**src/sv/kat_pkg.sv**
```systemverilog
`timescale 1ns / 1ps

package kat_pkg;

  // One request as it arrives on the input channel.
  typedef struct packed {
    logic               mode;
    logic        [30:0] item_key;
    logic signed [15:0] add_count;
    logic        [23:0] unit_price;
  } kat_in_t;

  // One result as it leaves on the output channel.
  typedef struct packed {
    logic        [2:0]  status;
    logic        [3:0]  slot;
    logic        [23:0] found_price;
    logic signed [31:0] found_count;
  } kat_out_t;

  typedef enum logic {
    OP_ADD    = 1'b0,
    OP_LOOKUP = 1'b1
  } kat_op_e;

  // A classified request as it waits between the front and the engine.
  typedef struct packed {
    kat_op_e            op;
    logic        [30:0] key;
    logic signed [15:0] cnt;
    logic        [23:0] price;
  } kat_job_t;

  localparam logic [2:0] ST_INSERTED  = 3'd0;
  localparam logic [2:0] ST_UPDATED   = 3'd1;
  localparam logic [2:0] ST_FULL      = 3'd2;
  localparam logic [2:0] ST_FOUND     = 3'd3;
  localparam logic [2:0] ST_NOT_FOUND = 3'd4;

  localparam logic signed [31:0] CNT_MAX = 32'sh7fff_ffff;
  localparam logic signed [31:0] CNT_MIN = 32'sh8000_0000;

  typedef enum logic [1:0] {
    ES_IDLE,
    ES_DECIDE,
    ES_SCAN,
    ES_EMIT
  } kat_eng_state_e;

endpackage

```
**src/sv/kat_front.sv**
```systemverilog
`timescale 1ns / 1ps

module kat_front
  import kat_pkg::*;
(
  input  logic     clk_i,
  input  logic     rst_ni,
  input  logic     push,
  output logic     full,
  input  kat_in_t  req_i,
  output logic     job_valid_o,
  output kat_job_t job_o,
  input  logic     job_pop_i
);

  kat_job_t   slot_q [2];
  logic       wr_ptr_q, wr_ptr_d;
  logic       rd_ptr_q, rd_ptr_d;
  logic [1:0] fill_q, fill_d;
  logic       do_push, do_pop;
  kat_job_t   job_in;

  // Decode the request into its operation before it is queued.
  always_comb begin
    job_in.op    = req_i.mode ? OP_LOOKUP : OP_ADD;
    job_in.key   = req_i.item_key;
    job_in.cnt   = req_i.add_count;
    job_in.price = req_i.unit_price;
  end

  assign full        = (fill_q == 2'd2);
  assign do_push     = push && !full;
  assign job_valid_o = (fill_q != 2'd0);
  assign do_pop      = job_pop_i && job_valid_o;
  assign job_o       = slot_q[rd_ptr_q];

  always_comb begin
    wr_ptr_d = wr_ptr_q ^ do_push;
    rd_ptr_d = rd_ptr_q ^ do_pop;
    fill_d   = fill_q + 2'(do_push) - 2'(do_pop);
  end

  always_ff @(posedge clk_i or negedge rst_ni) begin
    if (!rst_ni) begin
      wr_ptr_q <= 1'b0;
      rd_ptr_q <= 1'b0;
      fill_q   <= 2'd0;
    end else begin
      wr_ptr_q <= wr_ptr_d;
      rd_ptr_q <= rd_ptr_d;
      fill_q   <= fill_d;
    end
  end

  always_ff @(posedge clk_i) begin
    if (do_push) begin
      slot_q[wr_ptr_q] <= job_in;
    end
  end

endmodule

```
**src/sv/kat_result_queue.sv**
```systemverilog
`timescale 1ns / 1ps

module kat_result_queue
  import kat_pkg::*;
(
  input  logic     clk_i,
  input  logic     rst_ni,
  input  logic     res_push_i,
  input  kat_out_t res_i,
  output logic     res_full_o,
  output logic     empty,
  input  logic     pop,
  output kat_out_t rsp_o
);

  kat_out_t   slot_q [2];
  logic       wr_ptr_q, wr_ptr_d;
  logic       rd_ptr_q, rd_ptr_d;
  logic [1:0] fill_q, fill_d;
  logic       do_push, do_pop;

  assign res_full_o = (fill_q == 2'd2);
  assign empty      = (fill_q == 2'd0);
  assign do_push    = res_push_i && !res_full_o;
  assign do_pop     = pop && !empty;
  assign rsp_o      = slot_q[rd_ptr_q];

  always_comb begin
    wr_ptr_d = wr_ptr_q ^ do_push;
    rd_ptr_d = rd_ptr_q ^ do_pop;
    fill_d   = fill_q + 2'(do_push) - 2'(do_pop);
  end

  always_ff @(posedge clk_i or negedge rst_ni) begin
    if (!rst_ni) begin
      wr_ptr_q <= 1'b0;
      rd_ptr_q <= 1'b0;
      fill_q   <= 2'd0;
    end else begin
      wr_ptr_q <= wr_ptr_d;
      rd_ptr_q <= rd_ptr_d;
      fill_q   <= fill_d;
    end
  end

  always_ff @(posedge clk_i) begin
    if (do_push) begin
      slot_q[wr_ptr_q] <= res_i;
    end
  end

endmodule

```
**src/sv/kat_engine.sv**
```systemverilog
`timescale 1ns / 1ps

module kat_engine
  import kat_pkg::*;
#(
  parameter int unsigned ENTRIES = 16
) (
  input  logic     clk_i,
  input  logic     rst_ni,
  input  logic     job_valid_i,
  input  kat_job_t job_i,
  output logic     job_pop_o,
  output logic     res_push_o,
  output kat_out_t res_o,
  input  logic     res_full_i
);

  localparam int unsigned IW = $clog2(ENTRIES);
  localparam int unsigned FW = $clog2(ENTRIES + 1);

  logic        [30:0] key_mem   [ENTRIES];
  logic        [23:0] price_mem [ENTRIES];
  logic signed [31:0] count_mem [ENTRIES];

  logic        [30:0] key_rd_q;
  logic        [23:0] price_rd_q;
  logic signed [31:0] count_rd_q;

  kat_eng_state_e state_q, state_d;
  kat_job_t       job_q, job_d;
  kat_out_t       res_q, res_d;
  logic [FW-1:0]  fill_q, fill_d;
  logic [IW-1:0]  cmp_idx_q, cmp_idx_d;

  logic               rd_en;
  logic [IW-1:0]      rd_addr;
  logic               wr_all_en;
  logic               wr_cnt_en;
  logic [IW-1:0]      wr_addr;
  logic signed [31:0] wr_cnt;

  logic signed [32:0] sum_wide;
  logic signed [31:0] sum_sat;
  logic               last_filled;

  // Saturating accumulation of the stored count.
  always_comb begin
    sum_wide = {count_rd_q[31], count_rd_q} + 33'(job_q.cnt);
    if (sum_wide[32] != sum_wide[31]) begin
      sum_sat = sum_wide[32] ? CNT_MIN : CNT_MAX;
    end else begin
      sum_sat = sum_wide[31:0];
    end
  end

  assign last_filled = (FW'(cmp_idx_q) + FW'(1) == fill_q);
  assign res_o       = res_q;

  always_comb begin
    state_d    = state_q;
    job_d      = job_q;
    res_d      = res_q;
    fill_d     = fill_q;
    cmp_idx_d  = cmp_idx_q;
    job_pop_o  = 1'b0;
    res_push_o = 1'b0;
    rd_en      = 1'b0;
    rd_addr    = '0;
    wr_all_en  = 1'b0;
    wr_cnt_en  = 1'b0;
    wr_addr    = '0;
    wr_cnt     = '0;

    unique case (state_q)
      ES_IDLE: begin
        if (job_valid_i) begin
          job_d     = job_i;
          job_pop_o = 1'b1;
          if (fill_q == '0) begin
            state_d = ES_DECIDE;
          end else begin
            rd_en     = 1'b1;
            rd_addr   = '0;
            cmp_idx_d = '0;
            state_d   = ES_SCAN;
          end
        end
      end

      ES_DECIDE, ES_SCAN: begin
        if ((state_q == ES_SCAN) && (key_rd_q == job_q.key)) begin
          res_d.slot        = 4'(cmp_idx_q);
          res_d.found_price = price_rd_q;
          if (job_q.op == OP_LOOKUP) begin
            res_d.status      = ST_FOUND;
            res_d.found_count = count_rd_q;
          end else begin
            res_d.status      = ST_UPDATED;
            res_d.found_count = sum_sat;
            wr_cnt_en         = 1'b1;
            wr_addr           = cmp_idx_q;
            wr_cnt            = sum_sat;
          end
          state_d = ES_EMIT;
        end else if ((state_q == ES_DECIDE) || last_filled) begin
          // Miss over all filled entries.
          res_d = '0;
          if (job_q.op == OP_LOOKUP) begin
            res_d.status = ST_NOT_FOUND;
          end else if (fill_q == FW'(ENTRIES)) begin
            res_d.status = ST_FULL;
          end else begin
            res_d.status      = ST_INSERTED;
            res_d.slot        = 4'(fill_q);
            res_d.found_price = job_q.price;
            res_d.found_count = 32'(job_q.cnt);
            wr_all_en         = 1'b1;
            wr_addr           = fill_q[IW-1:0];
            wr_cnt            = 32'(job_q.cnt);
            fill_d            = fill_q + FW'(1);
          end
          state_d = ES_EMIT;
        end else begin
          rd_en     = 1'b1;
          rd_addr   = cmp_idx_q + IW'(1);
          cmp_idx_d = cmp_idx_q + IW'(1);
        end
      end

      ES_EMIT: begin
        if (!res_full_i) begin
          res_push_o = 1'b1;
          state_d    = ES_IDLE;
        end
      end

      default: begin
        state_d = ES_IDLE;
      end
    endcase
  end

  always_ff @(posedge clk_i or negedge rst_ni) begin
    if (!rst_ni) begin
      state_q <= ES_IDLE;
      fill_q  <= '0;
    end else begin
      state_q <= state_d;
      fill_q  <= fill_d;
    end
  end

  always_ff @(posedge clk_i) begin
    job_q     <= job_d;
    res_q     <= res_d;
    cmp_idx_q <= cmp_idx_d;
  end

  // Table storage: one write port, one registered read port.
  always_ff @(posedge clk_i) begin
    if (wr_all_en) begin
      key_mem[wr_addr]   <= job_q.key;
      price_mem[wr_addr] <= job_q.price;
    end
    if (wr_all_en || wr_cnt_en) begin
      count_mem[wr_addr] <= wr_cnt;
    end
    if (rd_en) begin
      key_rd_q   <= key_mem[rd_addr];
      price_rd_q <= price_mem[rd_addr];
      count_rd_q <= count_mem[rd_addr];
    end
  end

endmodule

```
**src/sv/keyed_accumulate_table_core.sv**
```systemverilog
`timescale 1ns / 1ps
// Keyed insert-or-accumulate table of ENTRIES entries (key, price, count).
// Requests arrive on a queue-like input: a transfer happens on a rising edge
// with push high and full low. Results leave on a queue-like output: the
// oldest result sits on rsp_o while empty is low, and is taken on an edge
// with pop high and empty low. Every request yields exactly one result.
// An add request accumulates into a matching entry (saturating) or appends a
// new one, or reports full when all entries are taken; a lookup returns the
// stored price and count of the first match. Timing: the engine scans the
// filled entries one per cycle through the registered read port of the table
// memory; a miss is decided once every filled entry is compared, a hit as soon
// as the matching index is read. The engine works on one request at a time and
// pops the next only after the result of the last has gone to the result queue.
// A two-entry request queue in front lets the engine run while new requests
// arrive; a two-entry result queue behind it lets the engine finish while the
// receiver stalls. Once the request queue holds two, full rises and input stalls.
// Reset empties both queues and sets the fill level to zero; the table
// contents need no clearing because only filled entries are ever read.
module keyed_accumulate_table_core
  import kat_pkg::*;
#(
  parameter int unsigned ENTRIES = 16
) (
  input  logic     clk_i,
  input  logic     rst_ni,
  input  logic     push,
  output logic     full,
  input  kat_in_t  req_i,
  output logic     empty,
  input  logic     pop,
  output kat_out_t rsp_o
);

  logic     job_valid;
  kat_job_t job;
  logic     job_pop;
  logic     res_push;
  kat_out_t res;
  logic     res_full;

  // Front: accepts and decodes requests into a short queue.
  kat_front u_front (
    .clk_i       (clk_i),
    .rst_ni      (rst_ni),
    .push        (push),
    .full        (full),
    .req_i       (req_i),
    .job_valid_o (job_valid),
    .job_o       (job),
    .job_pop_i   (job_pop)
  );

  // Back: scans the table, updates it and forms the result.
  kat_engine #(
    .ENTRIES (ENTRIES)
  ) u_engine (
    .clk_i       (clk_i),
    .rst_ni      (rst_ni),
    .job_valid_i (job_valid),
    .job_i       (job),
    .job_pop_o   (job_pop),
    .res_push_o  (res_push),
    .res_o       (res),
    .res_full_i  (res_full)
  );

  // Results wait here until the receiver takes them.
  kat_result_queue u_result_queue (
    .clk_i      (clk_i),
    .rst_ni     (rst_ni),
    .res_push_i (res_push),
    .res_i      (res),
    .res_full_o (res_full),
    .empty      (empty),
    .pop        (pop),
    .rsp_o      (rsp_o)
  );

endmodule
```
**config.mk**
```make
export PLATFORM = sky130hd
export DESIGN_NAME = keyed_accumulate_table_core
export DESIGN_NICKNAME = d
export VERILOG_FILES = /design/src/sv/kat_pkg.sv /design/src/sv/kat_front.sv /design/src/sv/kat_result_queue.sv /design/src/sv/kat_engine.sv /design/src/sv/keyed_accumulate_table_core.sv
export SDC_FILE = /design/constraint.sdc
export NUM_CORES = 2
export LEC_CHECK = 0
export BUFFER_PORTS_ARGS = -buffer_cell sky130_fd_sc_hd__clkbuf_2
export CORE_MARGIN = 2
export CORE_UTILIZATION = 40
export DETAILED_ROUTE_END_ITERATION = 7
export GPL_ROUTABILITY_DRIVEN = 0
export PLACE_DENSITY = 0.66
export SYNTH_ARGS = -nofsm -noshare
export SYNTH_HDL_FRONTEND = slang
export SYNTH_SLANG_ARGS = --single-unit
```
**constraint.sdc**
```tcl
create_clock -name clk_i -period 12.9 [get_ports clk_i]
set_input_delay 1.935 -clock clk_i [delete_from_list [all_inputs] [get_ports clk_i]]
set_output_delay 1.935 -clock clk_i [all_outputs]
set_load 0.005 [all_outputs]
```
Word level (Yosys, flattened, before mapping)
Memory sizes are Yosys's and may differ from the RTL's. A register that Yosys moved wholly into a read port is not among the register bits. Index checks and enable logic that the tools add are counted.

Divide/modulo/power cells: 0. Equal/unequal tests: 15. $lt $le $gt $ge: 0. Multiplexer cells: 62. Reductions and logical operators: 22. Bitwise logic cells: 7. Shift operators: 0. Add/subtract/negate cells: 8. $mul: 0.

Operator list (count): $mux 32 (9); $mux 63 (2); $mux 60 (2); $mux 4 (13); $add 32x16->33 (1); $eq 31x31->1 (1); $mux 1 (25); $mux 2 (7); $ne 2x2->1 const B (5); $reduce_and 5->1 (2); $eq 2x2->1 const B (4); $pmux 4 s2 (1); $pmux 2 s3 (1); $reduce_bool 2->1 (3); $add 4x1->5 const B (1); $add 5x1->5 const B (1); $eq 5x5->1 (1); $eq 5x5->1 const B (1); $logic_and 1x1->1 (5); $logic_not 5->1 (1); $add 2x1->2 (2); $add 4x1->4 const B (1); $logic_not 2->1 (2); $reduce_and 2->1 (2); 12 further kinds (21).

Bits of input ports: 76. Output and inout port bits: 65. Word-level logic and storage cells: 132. Register bits after elaboration: 82. Memories kept: 5. Bits in read-only memories: 0. RAM bits: 1662. Latch bits: 0.

Memory list: u_engine.count_mem (depth 16, bits a word 32, read ports 1, clocked after memory_dff 1, wr ports 1, line kat_engine.sv:23) `logic signed [31:0] count_mem [ENTRIES];`; u_engine.key_mem (depth 16, bits a word 31, read ports 1, clocked after memory_dff 1, wr ports 1, line kat_engine.sv:21) `logic [30:0] key_mem [ENTRIES];`; u_engine.price_mem (depth 16, bits a word 24, read ports 1, clocked after memory_dff 1, wr ports 1, line kat_engine.sv:22) `logic [23:0] price_mem [ENTRIES];`; u_front.slot_q (depth 2, bits a word 72, read ports 1, clocked after memory_dff 1, wr ports 1, line kat_front.sv:16) `kat_job_t slot_q [2];`; u_result_queue.slot_q (depth 2, bits a word 63, read ports 1, clocked after memory_dff 0, wr ports 1, line kat_result_queue.sv:16) `kat_out_t slot_q [2];`.

Logic depth before layout (Yosys ltp)
Depth after elaboration: 9. Gate-level depth with buffers: 19. Depth with buffers taken out: 18.

Cells and area by module
From an unflattened synthesis, not the netlist that was laid out.

Cell total of the unflattened synthesis: 5048. Area total of the unflattened synthesis: 76266.9 sq um.

By module, submodules not included: kat_engine (cells each 4588, times used 1, area each 65435.3 sq um, sequential area each 48761.8 sq um); kat_front (cells each 244, times used 1, area each 5766.8 sq um, sequential area each 4424.2 sq um); kat_result_queue (cells each 216, times used 1, area each 5064.9 sq um, sequential area each 3883.7 sq um).

Worst setup path before layout
No wires, ideal clock.

Path type: flip-flop to flip-flop. From: reg u_engine.state_q[0]. To: reg u_engine.count_rd_q[0], read port of u_engine.count_mem (enable). Arrival: 8.067 ns. Required time: 12.368 ns. Library setup time: 0.532 ns. Path buffers: 0. Slack: 4.301 ns. Clock period less this slack: 8.599 ns. Cell stages (with the launch flop): 6. Path through: dfrtp_1 -> inv_1 -> ha_1 -> nor2b_1 -> a22oi_1 -> nor2_1.

Word-level cells in the longest chain between the ends: 5. Elaborated cells on any way between the ends: 12. Classes of those cells: 2 x eq/ne; 6 x mux; 4 x reduce/logical.

RTL lines: start, declared (line kat_engine.sv:29) `kat_eng_state_e state_q, state_d;`; start signal, assigned (line kat_engine.sv:148) `state_q <= state_d;`; $eq 2x1->1 (line kat_engine.sv:74, kat_engine.sv:105); $logic_or 1x1->1 (line kat_engine.sv:105) `end else if ((state_q == ES_DECIDE) || last_filled) begin`; $mux 1 (line kat_engine.sv:105); $mux 1 (line kat_engine.sv:91) `if ((state_q == ES_SCAN) && (key_rd_q == job_q.key)) begin`; $pmux 1 s2 (*) (line kat_engine.sv:74) `unique case (state_q)`; named net u_engine.rd_en (line kat_engine.sv:35) `logic rd_en;`; end, declared (line kat_engine.sv:27) `logic signed [31:0] count_rd_q;`.

The timed path passes the listed nets; every way through them passes the cells marked *. A chain may end at the register's enable or synchronous reset.

Worst setup path after layout
From: reg u_engine.job_q[39] (netlist name). To: mem u_engine.count_mem[12][20] (data pin).

Word-level cells in the longest chain between the ends: 6. Elaborated cells on any way between the ends: 10. Classes of those cells: 1 x add/sub; 1 x eq/ne; 8 x mux.

RTL lines: start, declared (line kat_engine.sv:30) `kat_job_t job_q, job_d;`; start signal, assigned (line kat_engine.sv:154) `job_q <= job_d;`; $add 32x16->33 (line kat_engine.sv:48) `sum_wide = {count_rd_q[31], count_rd_q} + 33'(job_q.cnt);`; $mux 32 / $ne 1x1->1 (equally long branches) (line kat_engine.sv:50, kat_engine.sv:49); $mux 32 (line kat_engine.sv:49) `if (sum_wide[32] != sum_wide[31]) begin`; $mux 32 (line kat_engine.sv:94) `if (job_q.op == OP_LOOKUP) begin`; $mux 32 (*) (line kat_engine.sv:91); $mux 32 (*) (line kat_engine.sv:74); named net u_engine.wr_cnt[20] (line kat_engine.sv:40) `logic signed [31:0] wr_cnt;`; end, declared (line kat_engine.sv:23).

Marks and branches as above.

==> summary.txt <==
Run status
  – Status: finished, final reports clean

Global routing
  – Vias in the first global route: between 40000 and 50000
  – Initial antenna violation count: 9
  – Largest net degree at the start of global routing: a little under 200
  – Global Route Usage Sum: 19.4%
  – First-pass GRT wire length: 276000 µm
  – Global route total overflow: 0

Floorplan
  – Die Width: approximately 440 µm
  – Die height: ~440 µm
  – Die footprint: between 0.15 and 0.2 mm²
  – Rows: 158
  – Core Box Area: around 0.19 mm²
  – IO Count: about 140
  – Initial Utilization: roughly two fifths

Route
  – Final wirelength: approximately 190000 µm
  – DR DRC count: 0
  – Routed length per instance: ~24 µm
  – Via Count: 42800
  – Drt pass-1 iters: 5
  – Routed Antenna Nets: 0
  – Vias per cell: approximately 5.5
  – DRT iter0 DRCs: between 5000 and 6000

STA
  – RSZ-0062 raised after global routing: false
  – Worst Clk Skew: 0.0689 ns
  – Final Max Tran Viols: 0
  – Final period util: between 50% and 60%
  – Final WS setup: 5.96 ns
  – Hold WS: ~0.45 ns
  – Setup TNS: 0 ns
  – Achievable clock frequency: between 0.1 and 0.15 GHz
  – Slew @ Worst Pin: ~1.3 ns
  – Final setup violation count: 0
  – Slew headroom: between 15 and 20%
  – Tmin final: around 6.9 ns
  – Fin. Hold Viols: 0

Cells and area
  – Final Util: between 40% and 50%
  – Antenna cells: 0
  – Nets: about 5200
  – P&R area growth vs syn: 13.1%
  – Share of cells above drive strength 1: a little over an eighth

Pwr
  – Net Sw Frac: roughly 38%
  – VDD IR max: 0.437 mV
  – Clock power frac: roughly a quarter
  – NetSw: 8.42 mW
  – Leakage power: around 28 nW
  – Int Power: 13.9 mW
  – Cell Pwr Density: 266 mW/mm²
  – Total Power: between 20 and 25 mW
  – Logic pwr share: between 30% and 40%
  – Sequential Power Share: 40.4%

CTS
  – Clk Latency, worst-skew pair: ~0.85 ns
  – CTS Buf Count: 190
  – Post-CTS resize count: 0
  – Total clock sinks: 1903
  – Clock Root Buffer: clkbuf_16
  – Post-CTS Setup Bufs: 0
  – CTS tree: yes
  – Hold-fix buffers at CTS: 0
  – Max Root-Sink Buffers: 3
  – Clock transition at the registers of the reported paths: around 0.060 ns
  – Htree depth: 4

Synth
  – Synth unique cells: a little over 70
  – Synth Flop Type: edfxtp_1
  – Synthesized flop and latch total: 1903
  – Avg Cell Area, Syn: between 15 and 20 µm²
  – Count leader, synth: edfxtp_1
  – Ys async rst share: less than 1%
  – Most frequent cells after synthesis: edfxtp_1, nand2_1, a21oi_1, nand3_1, a32oi_1
  – Post-Syn Area: around 0.074 mm²
  – Syn nets: roughly 5100
  – Main area contributors after synthesis: edfxtp_1, nand2_1, mux2_2, a32oi_1, a21oi_1
  – Post-synth top area cell: edfxtp_1
  – Cells after synthesis: 4953
  – Sequential share of the synthesized area: between 70 and 80%
  – Yosys warns: 0
  – Number of synthesized flops with an enable pin: 1888
  – Top-area cell type share of the netlist area: ~76%

Setup path
  – CP endpoint kind: register
  – WS Path Type: register to register
  – Worst EP arrival: 7.40 ns
  – CP Max Fanout: 23
  – CP required: ~13 ns
  – CP startpoint kind: register
  – Number of cells on the worst reg-to-reg path: 16

Placement
  – Worst slack, placed: 6.14 ns
  – Hpwl dp: a little under 100000 µm
  – Number of port buffers: 140

Worst hold path
  – Hold Path Depth: 0
  – Min-Delay Path Class: register to register

Job
  – Max_cap viols: 0
[kinds of logic after synthesis]
family / synth area share [%]
mux: 3.50
xor+xnor: 0.883
flops: 76.7
simple gates: 10.3
fa+ha+maj: 0.868
buf+inv: 1.99
compound gates: 5.71
[sequential cells by signal (all words and copies together) (netlist names)]
register and cells:
u_engine.cmp_idx_q 4, u_engine.state_q 2, u_front.fill_q 2, u_result_queue.slot_q 126, u_result_queue.wr_ptr_q 1, u_result_queue.fill_q 2, u_front.wr_ptr_q 1, u_result_queue.rd_ptr_q 1
u_front.rd_ptr_q 1, u_engine.count_mem 512, u_front.slot_q 144, u_engine.fill_q 5, u_engine.price_rd_q 24, u_engine.key_rd_q 31, u_engine.count_rd_q 32, u_engine.price_mem 384
u_engine.key_mem 496, u_engine.res_o 63, u_engine.job_q 72
[path summary, 6_finish.rpt]
| path | from | end | slack [ns] |
|---|---|---|---|
| max | u_engine.job_q[39] | u_engine.count_mem[12][20] | 5.96 |
| min in group asynchronous | rst_ni | u_front.rd_ptr_q | 1.02 |
| min | u_engine.res_o[53] | u_result_queue.slot_q[1][53] | 0.45 |
| min reg2reg | u_engine.res_o[53] | u_result_queue.slot_q[1][53] | 0.45 |
| max reg2reg | u_engine.job_q[39] | u_engine.count_mem[12][20] | 5.96 |
| max in group asynchronous | rst_ni | u_front.rd_ptr_q | 11.58 |
[metal layers]
layer  GRT usage [%]  wire length, µm
met1            27.9            79700
met2            30.0            86200
met3            4.31            17600
met4            5.10             3980
met5               0                0
[final cells by class]
cell class                 instances  area [µm²]
clock buffer                     231        4930
tap                             2480        3100
multi-input combinational       2743       16200
clock inverter                   117        1320
sequential                      1903       57100
timing repair buffer             225        1390
inverter                          33         124
fill                           15900      101000
[placed cells by master, fill, tap and decap left out, drive strengths merged, types with 85 or more instances in the layout]
cell type,n
a32oi,152
mux2,135
mux2i,108
clkbuf,371
clkinv,87
nand2,1177
edfxtp,1888
nand3,233
a21oi,253
buf,85
[critical path, cell delays in order, from the launching register on]
cell,delay [ns]
edfxtp_1,0.72
ha_1,0.56
and3_1,0.27
nor3b_1,0.23
o2111ai_1,0.20
a31oi_1,0.37
a21oi_1,0.12
o21ai_0,0.22
a21oi_1,0.16
xnor2_1,0.15
ha_1,0.87
inv_1,0.44
nor3_1,0.29
nand4_1,0.14
a2bb2oi_2,0.28
and2_1,0.55
a21oi_1,0.96
[per-stage QoR]
| step | std cells | area (µm²) |
|---|---|---|
| 6_report | 7732 | 84100 |
| 5_1_grt | 7732 | 84100 |
| 4_1_cts | 7732 | 84100 |
| 3_5_place_dp | 7384 | 77900 |
| 3_3_place_gp | 7384 | 77900 |
| 2_1_floorplan | 4953 | 74400 |
[power by group through the flow]
stage          registers (mW)  logic (mW)  clock network (mW)
2_1_floorplan            8.92        5.35                   0
3_3_place_gp             9.09        7.66                   0
3_5_place_dp             9.14        7.77                   0
4_1_cts                  9.02        7.82                5.57
5_1_grt                  9.12        8.52                5.81
6_report                 9.02        7.86                5.48
Note: power is estimated with default switching activity, not from simulation.
